<file path="src/rtl/eikonal_upwind_cost_update_unit_macros.svh">
// Assertion macros shared by the cost update unit RTL.
`ifndef EIKONAL_UPWIND_COST_UPDATE_UNIT_MACROS_SVH
`define EIKONAL_UPWIND_COST_UPDATE_UNIT_MACROS_SVH
`ifndef ASSERT_OFF
`define EUC_ASSERT(lbl, clk, rst_n, prop) \
	lbl: assert property (@(posedge clk) disable iff (!rst_n) (prop)) \
		else $error("cost update unit assertion failed");
`define EUC_ASSERT_NEVER(lbl, clk, rst_n, cond) \
	lbl: assert property (@(posedge clk) disable iff (!rst_n) !(cond)) \
		else $error("cost update unit assertion failed");
`else
`define EUC_ASSERT(lbl, clk, rst_n, prop)
`define EUC_ASSERT_NEVER(lbl, clk, rst_n, cond)
`endif
`endif

</file>
<file path="src/rtl/euc_pkg.sv">
// Shared constants, types and helpers of the eikonal cost update unit.
package euc_pkg;
	localparam int COST_W     = 32;
	localparam int RISK_W     = 8;
	localparam int RISKF_W    = RISK_W + 1;
	localparam int RW_W       = RISK_W + 5;
	localparam int PROD_W     = COST_W + RW_W;
	localparam int CW_W       = PROD_W - RISK_W;
	localparam int SUM_W      = COST_W + 1;
	localparam int ROOT_W     = COST_W + 1;
	localparam int RAD_W      = 2 * COST_W + 1;
	localparam int TRIAL_W    = RAD_W + 2;
	localparam int TC_W       = 16;
	localparam int CFG_IDX_W  = 3;
	localparam int CFG_DATA_W = 16;
	localparam int MODES_W    = 6;
	localparam int MQ_DEPTH   = 4;
	localparam int MQ_PTR_W   = 2;
	localparam int MQ_CNT_W   = 3;

	localparam logic [COST_W-1:0] COST_INF  = '1;
	localparam logic [COST_W-1:0] COST_MAXF = {{(COST_W-1){1'b1}}, 1'b0};

	typedef enum logic [CFG_IDX_W-1:0] {
		CFG_COST_SCALE = 3'd0,
		CFG_TERRAIN_0  = 3'd1,
		CFG_TERRAIN_1  = 3'd2,
		CFG_TERRAIN_2  = 3'd3,
		CFG_LOCAL_MODE = 3'd4,
		CFG_LOCO_MODES = 3'd5
	} cfg_idx_t;

	// Item handed from front to back through the mid queue
	typedef struct packed {
		logic [COST_W-1:0] tx;
		logic [COST_W-1:0] ty;
		logic [COST_W-1:0] c;
		logic [COST_W-1:0] d;
		logic              use_eik;
		logic [COST_W-1:0] cur;
		logic [1:0]        mode;
	} mq_item_t;

	// Payload carried alongside the square root pipeline
	typedef struct packed {
		logic [SUM_W-1:0]  sum;
		logic [COST_W-1:0] fb;
		logic              use_eik;
		logic [COST_W-1:0] cur;
		logic [1:0]        mode;
	} back_pay_t;

	typedef struct packed {
		logic [COST_W-1:0] new_cost;
		logic              improved;
		logic              joins_band;
		logic [1:0]        locomotion_mode;
		logic              still_infinite;
	} result_t;

	function automatic logic [COST_W-1:0] axis_min(input logic [COST_W-1:0] c0,
			input logic p0, input logic [COST_W-1:0] c1, input logic p1);
		logic [COST_W-1:0] r;
		if (p0 && p1) begin
			r = (c0 < c1) ? c0 : c1;
		end else if (p0) begin
			r = c0;
		end else if (p1) begin
			r = c1;
		end else begin
			r = COST_INF;
		end
		return r;
	endfunction
endpackage

</file>
<file path="src/rtl/euc_mid_queue.sv">
// Short queue that decouples the front end from the back end.
`include "eikonal_upwind_cost_update_unit_macros.svh"
module euc_mid_queue
	import euc_pkg::*;
(
	input  logic     clk,
	input  logic     arst_n,
	input  logic     wr,
	input  mq_item_t wdata,
	input  logic     rd,
	output mq_item_t rdata,
	output logic     full,
	output logic     empty
);
	mq_item_t            mem_q [MQ_DEPTH];
	logic [MQ_PTR_W-1:0] wptr_q, rptr_q;
	logic [MQ_CNT_W-1:0] cnt_q;

	assign full  = (cnt_q == MQ_CNT_W'(MQ_DEPTH));
	assign empty = (cnt_q == '0);
	assign rdata = mem_q[rptr_q];

	// Advance pointers and count
	always_ff @(posedge clk or negedge arst_n) begin
		if (!arst_n) begin
			wptr_q <= '0;
			rptr_q <= '0;
			cnt_q  <= '0;
		end else begin
			if (wr) begin
				wptr_q <= wptr_q + 1'b1;
			end
			if (rd) begin
				rptr_q <= rptr_q + 1'b1;
			end
			case ({wr, rd})
				2'b10:   cnt_q <= cnt_q + 1'b1;
				2'b01:   cnt_q <= cnt_q - 1'b1;
				default: cnt_q <= cnt_q;
			endcase
		end
	end

	// Store entries
	always_ff @(posedge clk) begin
		if (wr) begin
			mem_q[wptr_q] <= wdata;
		end
	end

	`EUC_ASSERT(a_mq_no_overflow, clk, arst_n, wr |-> !full)
	`EUC_ASSERT(a_mq_no_underflow, clk, arst_n, rd |-> !empty)
	`EUC_ASSERT_NEVER(a_mq_cnt_range, clk, arst_n, cnt_q > MQ_CNT_W'(MQ_DEPTH))
endmodule

</file>
<file path="config.mk">
export PLATFORM = sky130hd
export DESIGN_NAME = euc_mid_queue
export DESIGN_NICKNAME = d
export VERILOG_FILES = /design/src/rtl/euc_pkg.sv /design/src/rtl/euc_mid_queue.sv
export VERILOG_INCLUDE_DIRS = /design/src /design/src/rtl
export SDC_FILE = /design/constraint.sdc
export NUM_CORES = 1
export LEC_CHECK = 0
export BUFFER_PORTS_ARGS = -buffer_cell sky130_fd_sc_hd__clkbuf_2
export CAP_MARGIN = 20
export CORE_MARGIN = 5
export CORE_UTILIZATION = 51
export CTS_CLUSTER_SIZE = 24
export DETAILED_ROUTE_END_ITERATION = 16
export PLACE_DENSITY = 0.75
export SYNTH_ARGS = -nofsm -noshare
export SYNTH_HDL_FRONTEND = slang
export SYNTH_SLANG_ARGS = --single-unit
export TNS_END_PERCENT = 50
</file>
<file path="constraint.sdc">
create_clock -name clk -period 4.75 [get_ports clk]
set_clock_uncertainty 0.2 [all_clocks]
set_input_delay 0.2375 -clock clk [delete_from_list [all_inputs] [get_ports clk]]
set_output_delay 0.2375 -clock clk [all_outputs]
set_load 0.01 [all_outputs]
</file>
==> run metrics <==
post-CTS setup buffers=0; crit start category=flop; final critical-path share of the clock period=0.6798; final non-filler cell total=2,094; critical path arrival=2790 ps; Worst Setup SP=rptr_q[0]; port bufs=331; Ys Warns=0; critical path type=flop to primary output; Initial DRT Pass Iterations=5; Reg2Reg Setup Slack=roughly 2300 ps; post-DR vias/cell=5.465; row cnt=79; final instance area=30,090 um2; Num CTS Buffers=66; RR Endpoint=mem_q[0][32]; r2r worst-path depth=4; largest net degree at the start of global routing=slightly below 100; Pwr Density=599.4 nW/um2; drt total wl=~49 mm; placed cell areas=26,340 um2; Layout area overhead=25.16%; post-DP HPWL=28.09 mm; total negative slack=0 ps; final slew viol count=0; Overflow after GRT=0; clk sinks=659; fmax=309.7 MHz; gr usage total=0.1891; DRC Markers=0; slew margin rel.=0.3563; gp weighted congestion=between 0.7 and 0.8; fin util=0.6462; share of cells above drive strength 1=0.4101; worst-margin pin slew=965.6 ps; initial antenna violation count=8; worst slack at placement=2077 ps; placed insts=1,807; # setup viols final=0; vias in the first global route=12,510; wire per inst=23.29 um; Worst Path Required=between 4000 and 5000 ps; Tot Pwr=18.03 mW; Leak=10.44 nW; TritonCTS clock tree=done; area of the core=46,560 um2; first-pass GRT wire length=73.06 mm; Die Span X=227.1 um; vias=11,440; Syn Area/Cell=27.04 um2; worst setup margin=1521 ps; max-cap violation count=0; min cycle time layout=between 3000 and 4000 ps; crit path capture type=primary output; mapped cell area=24,040 um2; clock latency on the worst-skew pair=between 500 and 600 ps; Initial Util=0.5163; H-tree Lvls=3; min-delay worst type=input pin to flop; die span in y=227.1 um; Clock Tree Root=clkbuf_16; Mapped Nets=about 1,100; register area share after synthesis=0.8218; RSZ-0062 raised after global routing=no; I/O pin count=332; status=finished clean; register bit total from synthesis=659; Cells after Synth=around 900; CP Max Fanout=37; VDD IR max=468.1 uV; initial DRC count=~860; RR Startpoint=wptr_q[0]; hold slack=208.7 ps; clk slew on worst S/H paths=60 ps; Die ar.=51,570 um2; Clock Path Buffers=3; crit path capture=rdata[151]; Yosys cell types=19; antenna-violating nets left=0; Hold Vio Cnt, Final=0; Final nets=1,608
## cells in the mapped netlist
library cell  count  area share
and2_1            4      0.0010
and3_1            1     0.00026
buf_12           11      0.0092
buf_2            16      0.0033
buf_4             1     0.00031
buf_6             7      0.0033
clkbuf_1          2     0.00031
dfrtp_1           7      0.0073
edfxtp_1        652        0.81
fa_1              1     0.00083
ha_1              5      0.0026
inv_1             6     0.00094
mux4_2          163        0.15
nand2_1           3     0.00047
nor2_1            1     0.00016
nor3_1            1     0.00021
o21ai_0           2     0.00042
xnor2_1           2     0.00073
xor2_1            4      0.0015
## sequential cells by signal, summed over array words and instances, names as in the netlist
name	flops
mem_q	652
cnt_q	3
rptr_q	2
wptr_q	2
## worst max-delay path, cell delays in order (launching register included)
cell	delay, ps
dfrtp_4	950
buf_4	480
mux4_2	590
clkbuf_2	150
## timing repair
action / 4_1_cts / 5_1_grt
resized for setup: 0 / 0
setup endpoints to repair: 0 / 0
hold endpoints to repair: 666 / 0
hold buffers: 167 / 0
## cell families (layout without fill, tap and decap cells)
kind of cell    after synthesis  count (layout)  share of synthesized area
mux                         163             163                     0.1527
simple gates                 10              10                   0.002134
xor+xnor                      6               6                   0.002186
buf+inv                      43             634                    0.01733
compound gates                2               2                  0.0004164
fa+ha+maj                     6               6                   0.003435
flops                       659             659                     0.8218
other cells                   0               7                          0
## where the power goes
| group | internal, mW | leakage [nW] | switching [mW] |
|---|---|---|---|
| Combinational | 2.35 | 3.37 | 2.71 |
| Sequential | 7.60 | 6.07 | 0.449 |
| Clock | 2.88 | 1.01 | 2.04 |
| Total | 12.8 | 10.4 | 5.21 |
## per-layer routing
metal  share of wire  vias up  global-route usage  routed length, um
li1                -     4964                   -                  -
met4           0.029        4             0.06848               1408
met3           0.078       89             0.05867               3792
met5         0.00053        -                   0                 26
met1            0.38     6021              0.2364              18290
met2            0.52      365              0.3171              25250
## worst min path at each step
stage | endpoint | from | slack [ps] | cells after the start
finish | mem_q[3][5] | wdata[5] | 210 | 2
detailed placement | cnt_q[1] | arst_n | -110 | 1
global route | mem_q[3][5] | wdata[5] | 190 | 2
floorplan | cnt_q[0] | arst_n | -260 | 0
CTS | mem_q[3][113] | wdata[113] | 160 | 2
global placement | cnt_q[2] | arst_n | -110 | 1
## cell type report
type,count,area (um2)
inverter,6,22.52
fill,3001,16470
tap,607,759.5
clock buffer,84,1826
clock inverter,29,227.7
timing repair buffer,515,3593
sequential,659,19760
multi-input combinational,187,3877
antenna,7,17.52
## cells in the final DEF, fill, tap and decap left out, types with 5 or more instances in the layout
cell type	netlist	layout
buf_12	11	11
diode_2	0	7
buf_4	1	6
edfxtp_1	652	652
mux4_2	163	163
clkinv_2	0	10
inv_1	6	6
ha_1	5	5
dlygate4sd3_1	0	167
clkbuf_2	0	331
clkbuf_16	0	71
dfrtp_1	7	5
clkbuf_1	2	13
clkinv_1	0	10
No activity file was read; power rests on OpenSTA's default activity.
