==> src/rtl/eikonal_upwind_cost_update_unit_macros.svh <==
// Assertion macros shared by the cost update unit RTL.
`ifndef EIKONAL_UPWIND_COST_UPDATE_UNIT_MACROS_SVH
`define EIKONAL_UPWIND_COST_UPDATE_UNIT_MACROS_SVH
`ifndef ASSERT_OFF
`define EUC_ASSERT(lbl, clk, rst_n, prop) \
	lbl: assert property (@(posedge clk) disable iff (!rst_n) (prop)) \
		else $error("cost update unit assertion failed");
`define EUC_ASSERT_NEVER(lbl, clk, rst_n, cond) \
	lbl: assert property (@(posedge clk) disable iff (!rst_n) !(cond)) \
		else $error("cost update unit assertion failed");
`else
`define EUC_ASSERT(lbl, clk, rst_n, prop)
`define EUC_ASSERT_NEVER(lbl, clk, rst_n, cond)
`endif
`endif

==> src/rtl/euc_pkg.sv <==
// Shared constants, types and helpers of the eikonal cost update unit.
package euc_pkg;
	localparam int COST_W     = 32;
	localparam int RISK_W     = 8;
	localparam int RISKF_W    = RISK_W + 1;
	localparam int RW_W       = RISK_W + 5;
	localparam int PROD_W     = COST_W + RW_W;
	localparam int CW_W       = PROD_W - RISK_W;
	localparam int SUM_W      = COST_W + 1;
	localparam int ROOT_W     = COST_W + 1;
	localparam int RAD_W      = 2 * COST_W + 1;
	localparam int TRIAL_W    = RAD_W + 2;
	localparam int TC_W       = 16;
	localparam int CFG_IDX_W  = 3;
	localparam int CFG_DATA_W = 16;
	localparam int MODES_W    = 6;
	localparam int MQ_DEPTH   = 4;
	localparam int MQ_PTR_W   = 2;
	localparam int MQ_CNT_W   = 3;

	localparam logic [COST_W-1:0] COST_INF  = '1;
	localparam logic [COST_W-1:0] COST_MAXF = {{(COST_W-1){1'b1}}, 1'b0};

	typedef enum logic [CFG_IDX_W-1:0] {
		CFG_COST_SCALE = 3'd0,
		CFG_TERRAIN_0  = 3'd1,
		CFG_TERRAIN_1  = 3'd2,
		CFG_TERRAIN_2  = 3'd3,
		CFG_LOCAL_MODE = 3'd4,
		CFG_LOCO_MODES = 3'd5
	} cfg_idx_t;

	// Item handed from front to back through the mid queue
	typedef struct packed {
		logic [COST_W-1:0] tx;
		logic [COST_W-1:0] ty;
		logic [COST_W-1:0] c;
		logic [COST_W-1:0] d;
		logic              use_eik;
		logic [COST_W-1:0] cur;
		logic [1:0]        mode;
	} mq_item_t;

	// Payload carried alongside the square root pipeline
	typedef struct packed {
		logic [SUM_W-1:0]  sum;
		logic [COST_W-1:0] fb;
		logic              use_eik;
		logic [COST_W-1:0] cur;
		logic [1:0]        mode;
	} back_pay_t;

	typedef struct packed {
		logic [COST_W-1:0] new_cost;
		logic              improved;
		logic              joins_band;
		logic [1:0]        locomotion_mode;
		logic              still_infinite;
	} result_t;

	function automatic logic [COST_W-1:0] axis_min(input logic [COST_W-1:0] c0,
			input logic p0, input logic [COST_W-1:0] c1, input logic p1);
		logic [COST_W-1:0] r;
		if (p0 && p1) begin
			r = (c0 < c1) ? c0 : c1;
		end else if (p0) begin
			r = c0;
		end else if (p1) begin
			r = c1;
		end else begin
			r = COST_INF;
		end
		return r;
	endfunction
endpackage

==> src/rtl/euc_front.sv <==
// Front end: configuration registers, axis minima and cell cost.
module euc_front
	import euc_pkg::*;
(
	input  logic                  clk,
	input  logic                  arst_n,
	input  logic                  cfg_valid,
	output logic                  cfg_ready,
	input  logic [CFG_IDX_W-1:0]  cfg_index,
	input  logic [CFG_DATA_W-1:0] cfg_data,
	input  logic                  push,
	output logic                  full,
	input  logic [COST_W-1:0]     x_low_cost,
	input  logic                  x_low_present,
	input  logic [COST_W-1:0]     x_high_cost,
	input  logic                  x_high_present,
	input  logic [COST_W-1:0]     y_low_cost,
	input  logic                  y_low_present,
	input  logic [COST_W-1:0]     y_high_cost,
	input  logic                  y_high_present,
	input  logic [1:0]            terrain_class,
	input  logic [RISKF_W-1:0]    obstacle_risk,
	input  logic [COST_W-1:0]     current_cost,
	input  logic                  mq_full,
	output logic                  mq_wr,
	output mq_item_t              mq_data
);
	logic [TC_W-1:0]    cost_scale_q, tc0_q, tc1_q, tc2_q;
	logic               local_mode_q;
	logic [MODES_W-1:0] modes_q;

	logic               front_en;
	logic [1:0]         cls_n;
	logic [TC_W-1:0]    tc_n;
	logic [1:0]         mode_n;
	logic [COST_W-1:0]  g_n;

	logic               v_s1, v_s2;
	logic [COST_W-1:0]  tx_s1, ty_s1, g_s1, cur_s1;
	logic [RISKF_W-1:0] risk_s1;
	logic [1:0]         mode_s1;
	logic               lm_s1;
	logic [COST_W-1:0]  tx_s2, ty_s2, cur_s2;
	logic [CW_W-1:0]    cw_s2;
	logic [1:0]         mode_s2;

	logic [RW_W-1:0]    rw_n;
	logic [PROD_W-1:0]  prod_n;
	logic [CW_W-1:0]    cw_n;
	logic [COST_W-1:0]  c_n, d_n;
	logic               fin_n;

	assign cfg_ready = 1'b1;

	// Write configuration registers
	always_ff @(posedge clk or negedge arst_n) begin
		if (!arst_n) begin
			cost_scale_q <= TC_W'(256);
			tc0_q        <= TC_W'(256);
			tc1_q        <= TC_W'(256);
			tc2_q        <= TC_W'(256);
			local_mode_q <= 1'b0;
			modes_q      <= '0;
		end else if (cfg_valid) begin
			case (cfg_idx_t'(cfg_index))
				CFG_COST_SCALE: cost_scale_q <= cfg_data;
				CFG_TERRAIN_0:  tc0_q        <= cfg_data;
				CFG_TERRAIN_1:  tc1_q        <= cfg_data;
				CFG_TERRAIN_2:  tc2_q        <= cfg_data;
				CFG_LOCAL_MODE: local_mode_q <= cfg_data[0];
				CFG_LOCO_MODES: modes_q      <= cfg_data[MODES_W-1:0];
				default: ;
			endcase
		end
	end

	// Stall the whole front when the last stage cannot drain
	assign front_en = !(v_s2 && mq_full);
	assign full     = !front_en;

	// Classify terrain: class three folds onto class zero
	always_comb begin
		cls_n = (terrain_class == 2'd3) ? 2'd0 : terrain_class;
		case (cls_n)
			2'd1: begin
				tc_n   = tc1_q;
				mode_n = modes_q[3:2];
			end
			2'd2: begin
				tc_n   = local_mode_q ? tc1_q : tc2_q;
				mode_n = modes_q[5:4];
			end
			default: begin
				tc_n   = tc0_q;
				mode_n = modes_q[1:0];
			end
		endcase
	end

	assign g_n = COST_W'({{TC_W{1'b0}}, cost_scale_q} * {{TC_W{1'b0}}, tc_n});

	// Stage 1: axis minima and base cell cost
	always_ff @(posedge clk or negedge arst_n) begin
		if (!arst_n) begin
			v_s1 <= 1'b0;
		end else if (front_en) begin
			v_s1 <= push;
		end
	end

	always_ff @(posedge clk) begin
		if (front_en) begin
			tx_s1   <= axis_min(x_low_cost, x_low_present, x_high_cost, x_high_present);
			ty_s1   <= axis_min(y_low_cost, y_low_present, y_high_cost, y_high_present);
			g_s1    <= g_n;
			risk_s1 <= obstacle_risk;
			cur_s1  <= current_cost;
			mode_s1 <= mode_n;
			lm_s1   <= local_mode_q;
		end
	end

	// Risk weighting for local mode
	assign rw_n   = (RW_W'(1) << RISK_W) + RW_W'(risk_s1) * RW_W'(9);
	assign prod_n = PROD_W'(g_s1) * PROD_W'(rw_n);
	assign cw_n   = lm_s1 ? prod_n[PROD_W-1:RISK_W] : CW_W'(g_s1);

	// Stage 2: weighted cell cost
	always_ff @(posedge clk or negedge arst_n) begin
		if (!arst_n) begin
			v_s2 <= 1'b0;
		end else if (front_en) begin
			v_s2 <= v_s1;
		end
	end

	always_ff @(posedge clk) begin
		if (front_en) begin
			tx_s2   <= tx_s1;
			ty_s2   <= ty_s1;
			cw_s2   <= cw_n;
			cur_s2  <= cur_s1;
			mode_s2 <= mode_s1;
		end
	end

	// Saturate cost, form axis gap and pick the update form
	assign c_n   = (cw_s2 > CW_W'(COST_MAXF)) ? COST_MAXF : cw_s2[COST_W-1:0];
	assign d_n   = (tx_s2 > ty_s2) ? (tx_s2 - ty_s2) : (ty_s2 - tx_s2);
	assign fin_n = (tx_s2 != COST_INF) && (ty_s2 != COST_INF);

	assign mq_wr = v_s2 && front_en;
	always_comb begin
		mq_data.tx      = tx_s2;
		mq_data.ty      = ty_s2;
		mq_data.c       = c_n;
		mq_data.d       = d_n;
		mq_data.use_eik = fin_n && (d_n < c_n);
		mq_data.cur     = cur_s2;
		mq_data.mode    = mode_s2;
	end
endmodule

==> config.mk <==
export PLATFORM = sky130hd
export DESIGN_NAME = euc_front
export DESIGN_NICKNAME = d
export VERILOG_FILES = /design/src/rtl/eikonal_upwind_cost_update_unit_macros.svh /design/src/rtl/euc_pkg.sv /design/src/rtl/euc_front.sv
export SDC_FILE = /design/constraint.sdc
export NUM_CORES = 2
export LEC_CHECK = 0
export ABC_AREA = 1
export BUFFER_PORTS_ARGS = -buffer_cell sky130_fd_sc_hd__buf_2
export CAP_MARGIN = 20
export CELL_PAD_IN_SITES_DETAIL_PLACEMENT = 0
export CELL_PAD_IN_SITES_GLOBAL_PLACEMENT = 1
export CORE_ASPECT_RATIO = 0.7
export CORE_UTILIZATION = 43
export CTS_BUF_LIST = sky130_fd_sc_hd__clkbuf_4 sky130_fd_sc_hd__clkbuf_8
export DETAILED_ROUTE_END_ITERATION = 8
export PLACE_DENSITY_LB_ADDON = 0.1
export SLEW_MARGIN = 25
export SYNTH_ARGS = -nofsm -noshare
export SYNTH_HDL_FRONTEND = slang
export SYNTH_SLANG_ARGS = --single-unit
==> constraint.sdc <==
create_clock -name clk -period 6.38 [get_ports clk]
set_input_delay 0.319 -clock clk [delete_from_list [all_inputs] [get_ports clk]]
set_output_delay 0.319 -clock clk [all_outputs]
set_load 0.01 [all_outputs]
==> metrics <==
Seq cells post-synth=348; post-synthesis compound-gate area fraction=0.0977; worst-path fanout max=6; Cell Area, Synth=42500 µm²; top post-synthesis cells by area=fa_1 25%, edfxtp_1 19%, ha_1 11%; Min Clock Period, post-route=6880 ps; Crit path top cell by count=fa_1; class of the worst hold path=input pin to flop; Avg Inst Size Synth=8.11 µm²; post-route cell area=54300 µm²; Num CTS Buffers=59; sequential share of the synthesized area=0.237; CTS Root Cell=clkbuf_8; CP Capture Type=flop; Placement Cell Area=48400 µm²; syn_nets=6328; DR vias=37.5k; Slew @ Worst Pin=1070 ps; Overflow after GRT=0; EDFF count, synth=275; CP max stage cell=fa_1; DIE AREA=100000 µm²; drt total wl=144000 µm; CTS clk-pin slew, worst paths=60 ps; WP data arrival=7330 ps; GP Congestion=0.951; setup_tns=-11240 ps; fmax=145 MHz; Post-Synth Adder-Cell Area=0.356; Pins Over Slew Limit=0; synth unique cells=54; clock tree buffer depth=3; Wirelength per Cell=19.3 µm; post-synthesis mux area share=0; first-pass detailed-route iteration total=6; CTS Sinks=348; post-synthesis xor/xnor area fraction=0.0202; CP max stage delay=530 ps; fin crit share=1.08; final setup margin=-496 ps; synthesis-to-finish area growth=27.7%; IO Port Bufs=363; largest net degree at the start of global routing=183; antenna violations before repair=17; Cells after Synth=5237; Layout Skew=35.8 ps; htree depth=2; vias per cell=5.01; Max-slew headroom=0.286; vias in the first global route=37.1k; final setup vio count=33; total track usage=0.284; antenna-violating nets left=0; number of core rows=96; pre-CTS setup slack=-728 ps; top-area cell type share of the netlist area=0.248; First DRT Iteration DRCs=2782; maxcap violations=0; status=complete, but fails checks; Core ar.=97900 µm²; worst hold margin=52.3 ps; Fill cells=9201; Fin. Hold Viols=0; post-synthesis simple-gate area fraction=0.172; residual DRC count=0; Synth Warn #=0; Ports=365; share of layout cells above drive strength 1=0.220; ys async rst share=0.210; Die X=378 µm; count of nets after finishing=7186; largest area contributor in the netlist=fa_1; Synth Flop Type=edfxtp_1; CP Data Required Time=6830 ps; RSZ-0062 raised after global routing=yes; failing checks=setup timing; DP HPWL=116000 µm; CTS tree=yes; Crit Path Category=flop to flop; Die Y=265 µm; Initial Util=0.434; worst-skew pair later-pin latency=740 ps; startpoint types=flop; first-pass GRT wire length=217000 µm; main combinational cell family by area after synthesis=adder cells
[path summary, 6_finish.rpt]
| path | start | end | slack, ps | cells past startpoint |
|---|---|---|---|---|
| setup / recovery | risk_s1[2] | cw_s2[12] | -500 | 32 |
| hold / removal | x_low_cost[16] | tx_s1[16] | 50 | 3 |
| setup reg to reg | risk_s1[2] | cw_s2[12] | -500 | 32 |
| hold reg to reg | tx_s1[30] | tx_s2[30] | 410 | 0 |
| max in group asynchronous | arst_n | local_mode_q | 5380 | 3 |
| min in group asynchronous | arst_n | v_s1 | 360 | 3 |
[layer usage]
| layer | track usage | vias up | share of wire |
|---|---|---|---|
| li1 | - | 18012 | - |
| met1 | 0.433 | 18060 | 0.48 |
| met3 | 0.0575 | 168 | 0.076 |
| met5 | 0 | - | 0.000090 |
| met2 | 0.408 | 1211 | 0.42 |
| met4 | 0.0660 | 2 | 0.021 |
[synth_stat cells (66+ instances only)]
cell type / number
xor2_1: 66
o21ai_0: 378
fa_1: 527
edfxtp_1: 275
nor2_1: 464
a21oi_1: 283
clkbuf_1: 134
ha_1: 365
nand3_1: 132
inv_1: 1111
dfrtp_1: 69
nand2_1: 1103
[state kept, by name (all words and copies together) (netlist names)]
signal	cells
cw_s2	37
cur_s1	32
cur_s2	32
g_s1	32
tx_s1	32
tx_s2	32
ty_s1	32
ty_s2	32
cost_scale_q	16
tc0_q	16
tc1_q	16
tc2_q	16
risk_s1	9
modes_q	6
mode_s1	2
mode_s2	2
lm_s1	1
local_mode_q	1
v_s1	1
v_s2	1
[critical path: cells and delay by family, from the launching register on]
| kind | cells | cell delay, ps |
|---|---|---|
| AOI/OAI and AO/OA | 4 | 510 |
| adders and majority gates | 10 | 3770 |
| DFF | 1 | 470 |
| xor gates and xnor gates | 1 | 120 |
| and+or+nand+nor | 7 | 760 |
| buffers and inverters | 10 | 960 |
[cells in the final DEF, fill, tap and decap left out, types with 58 or more instances in the layout]
| cell | count |
|---|---|
| a21oi_1 | 222 |
| buf_2 | 363 |
| buf_4 | 380 |
| clkbuf_8 | 64 |
| dfrtp_1 | 68 |
| dlygate4sd3_1 | 171 |
| edfxtp_1 | 275 |
| fa_1 | 510 |
| ha_1 | 315 |
| inv_1 | 1054 |
| nand2_1 | 1037 |
| nand3_1 | 115 |
| nor2_1 | 398 |
| o21ai_0 | 312 |
| o21ai_1 | 58 |
| xor2_1 | 66 |
[cell type report]
| class | instances | area, µm² | share of cell area |
|---|---|---|---|
| timing repair inverter | 1 | 7.51 | 0.000138 |
| inverter | 1122 | 4250 | 0.0782 |
| sequential | 348 | 10100 | 0.186 |
| clock buffer | 71 | 933 | 0.0172 |
| tap | 1323 | 1660 | 0.0305 |
| antenna | 17 | 42.5 | 0.000784 |
| timing repair buffer | 972 | 7310 | 0.135 |
| clock inverter | 36 | 349 | 0.00643 |
| multi-input combinational | 3591 | 29600 | 0.546 |
[per-stage QoR]
step / std cells / utilization
final: 7481 / 0.554
after global routing: 7480 / 0.554
after CTS: 7421 / 0.540
after detailed placement: 7112 / 0.494
after global placement: 7112 / 0.494
after floorplan: 5237 / -
[logic make-up (layout without fill, tap and decap cells)]
kind of cell / Yosys count / in the layout
buffers and inverters: 1300 / 2202
AOI/OAI and AO/OA: 778 / 778
adders and majority gates: 892 / 892
and+or+nand+nor: 1820 / 1822
DFF: 348 / 348
other: 1 / 18
xor gates and xnor gates: 98 / 98
[repair_timing]
item / CTS / global route
setup buffers: 30 / 44
endpoints found under the hold margin: 241 / 0
gates resized for setup: 311 / 256
setup endpoints to repair: 45 / 51
cloned: 5 / 3
hold buffers: 171 / 0
pin swaps: 64 / 90
Power is left out: the tool's default activity adds up to more than one toggle a clock period on the data nets, which glitch-free logic cannot reach.
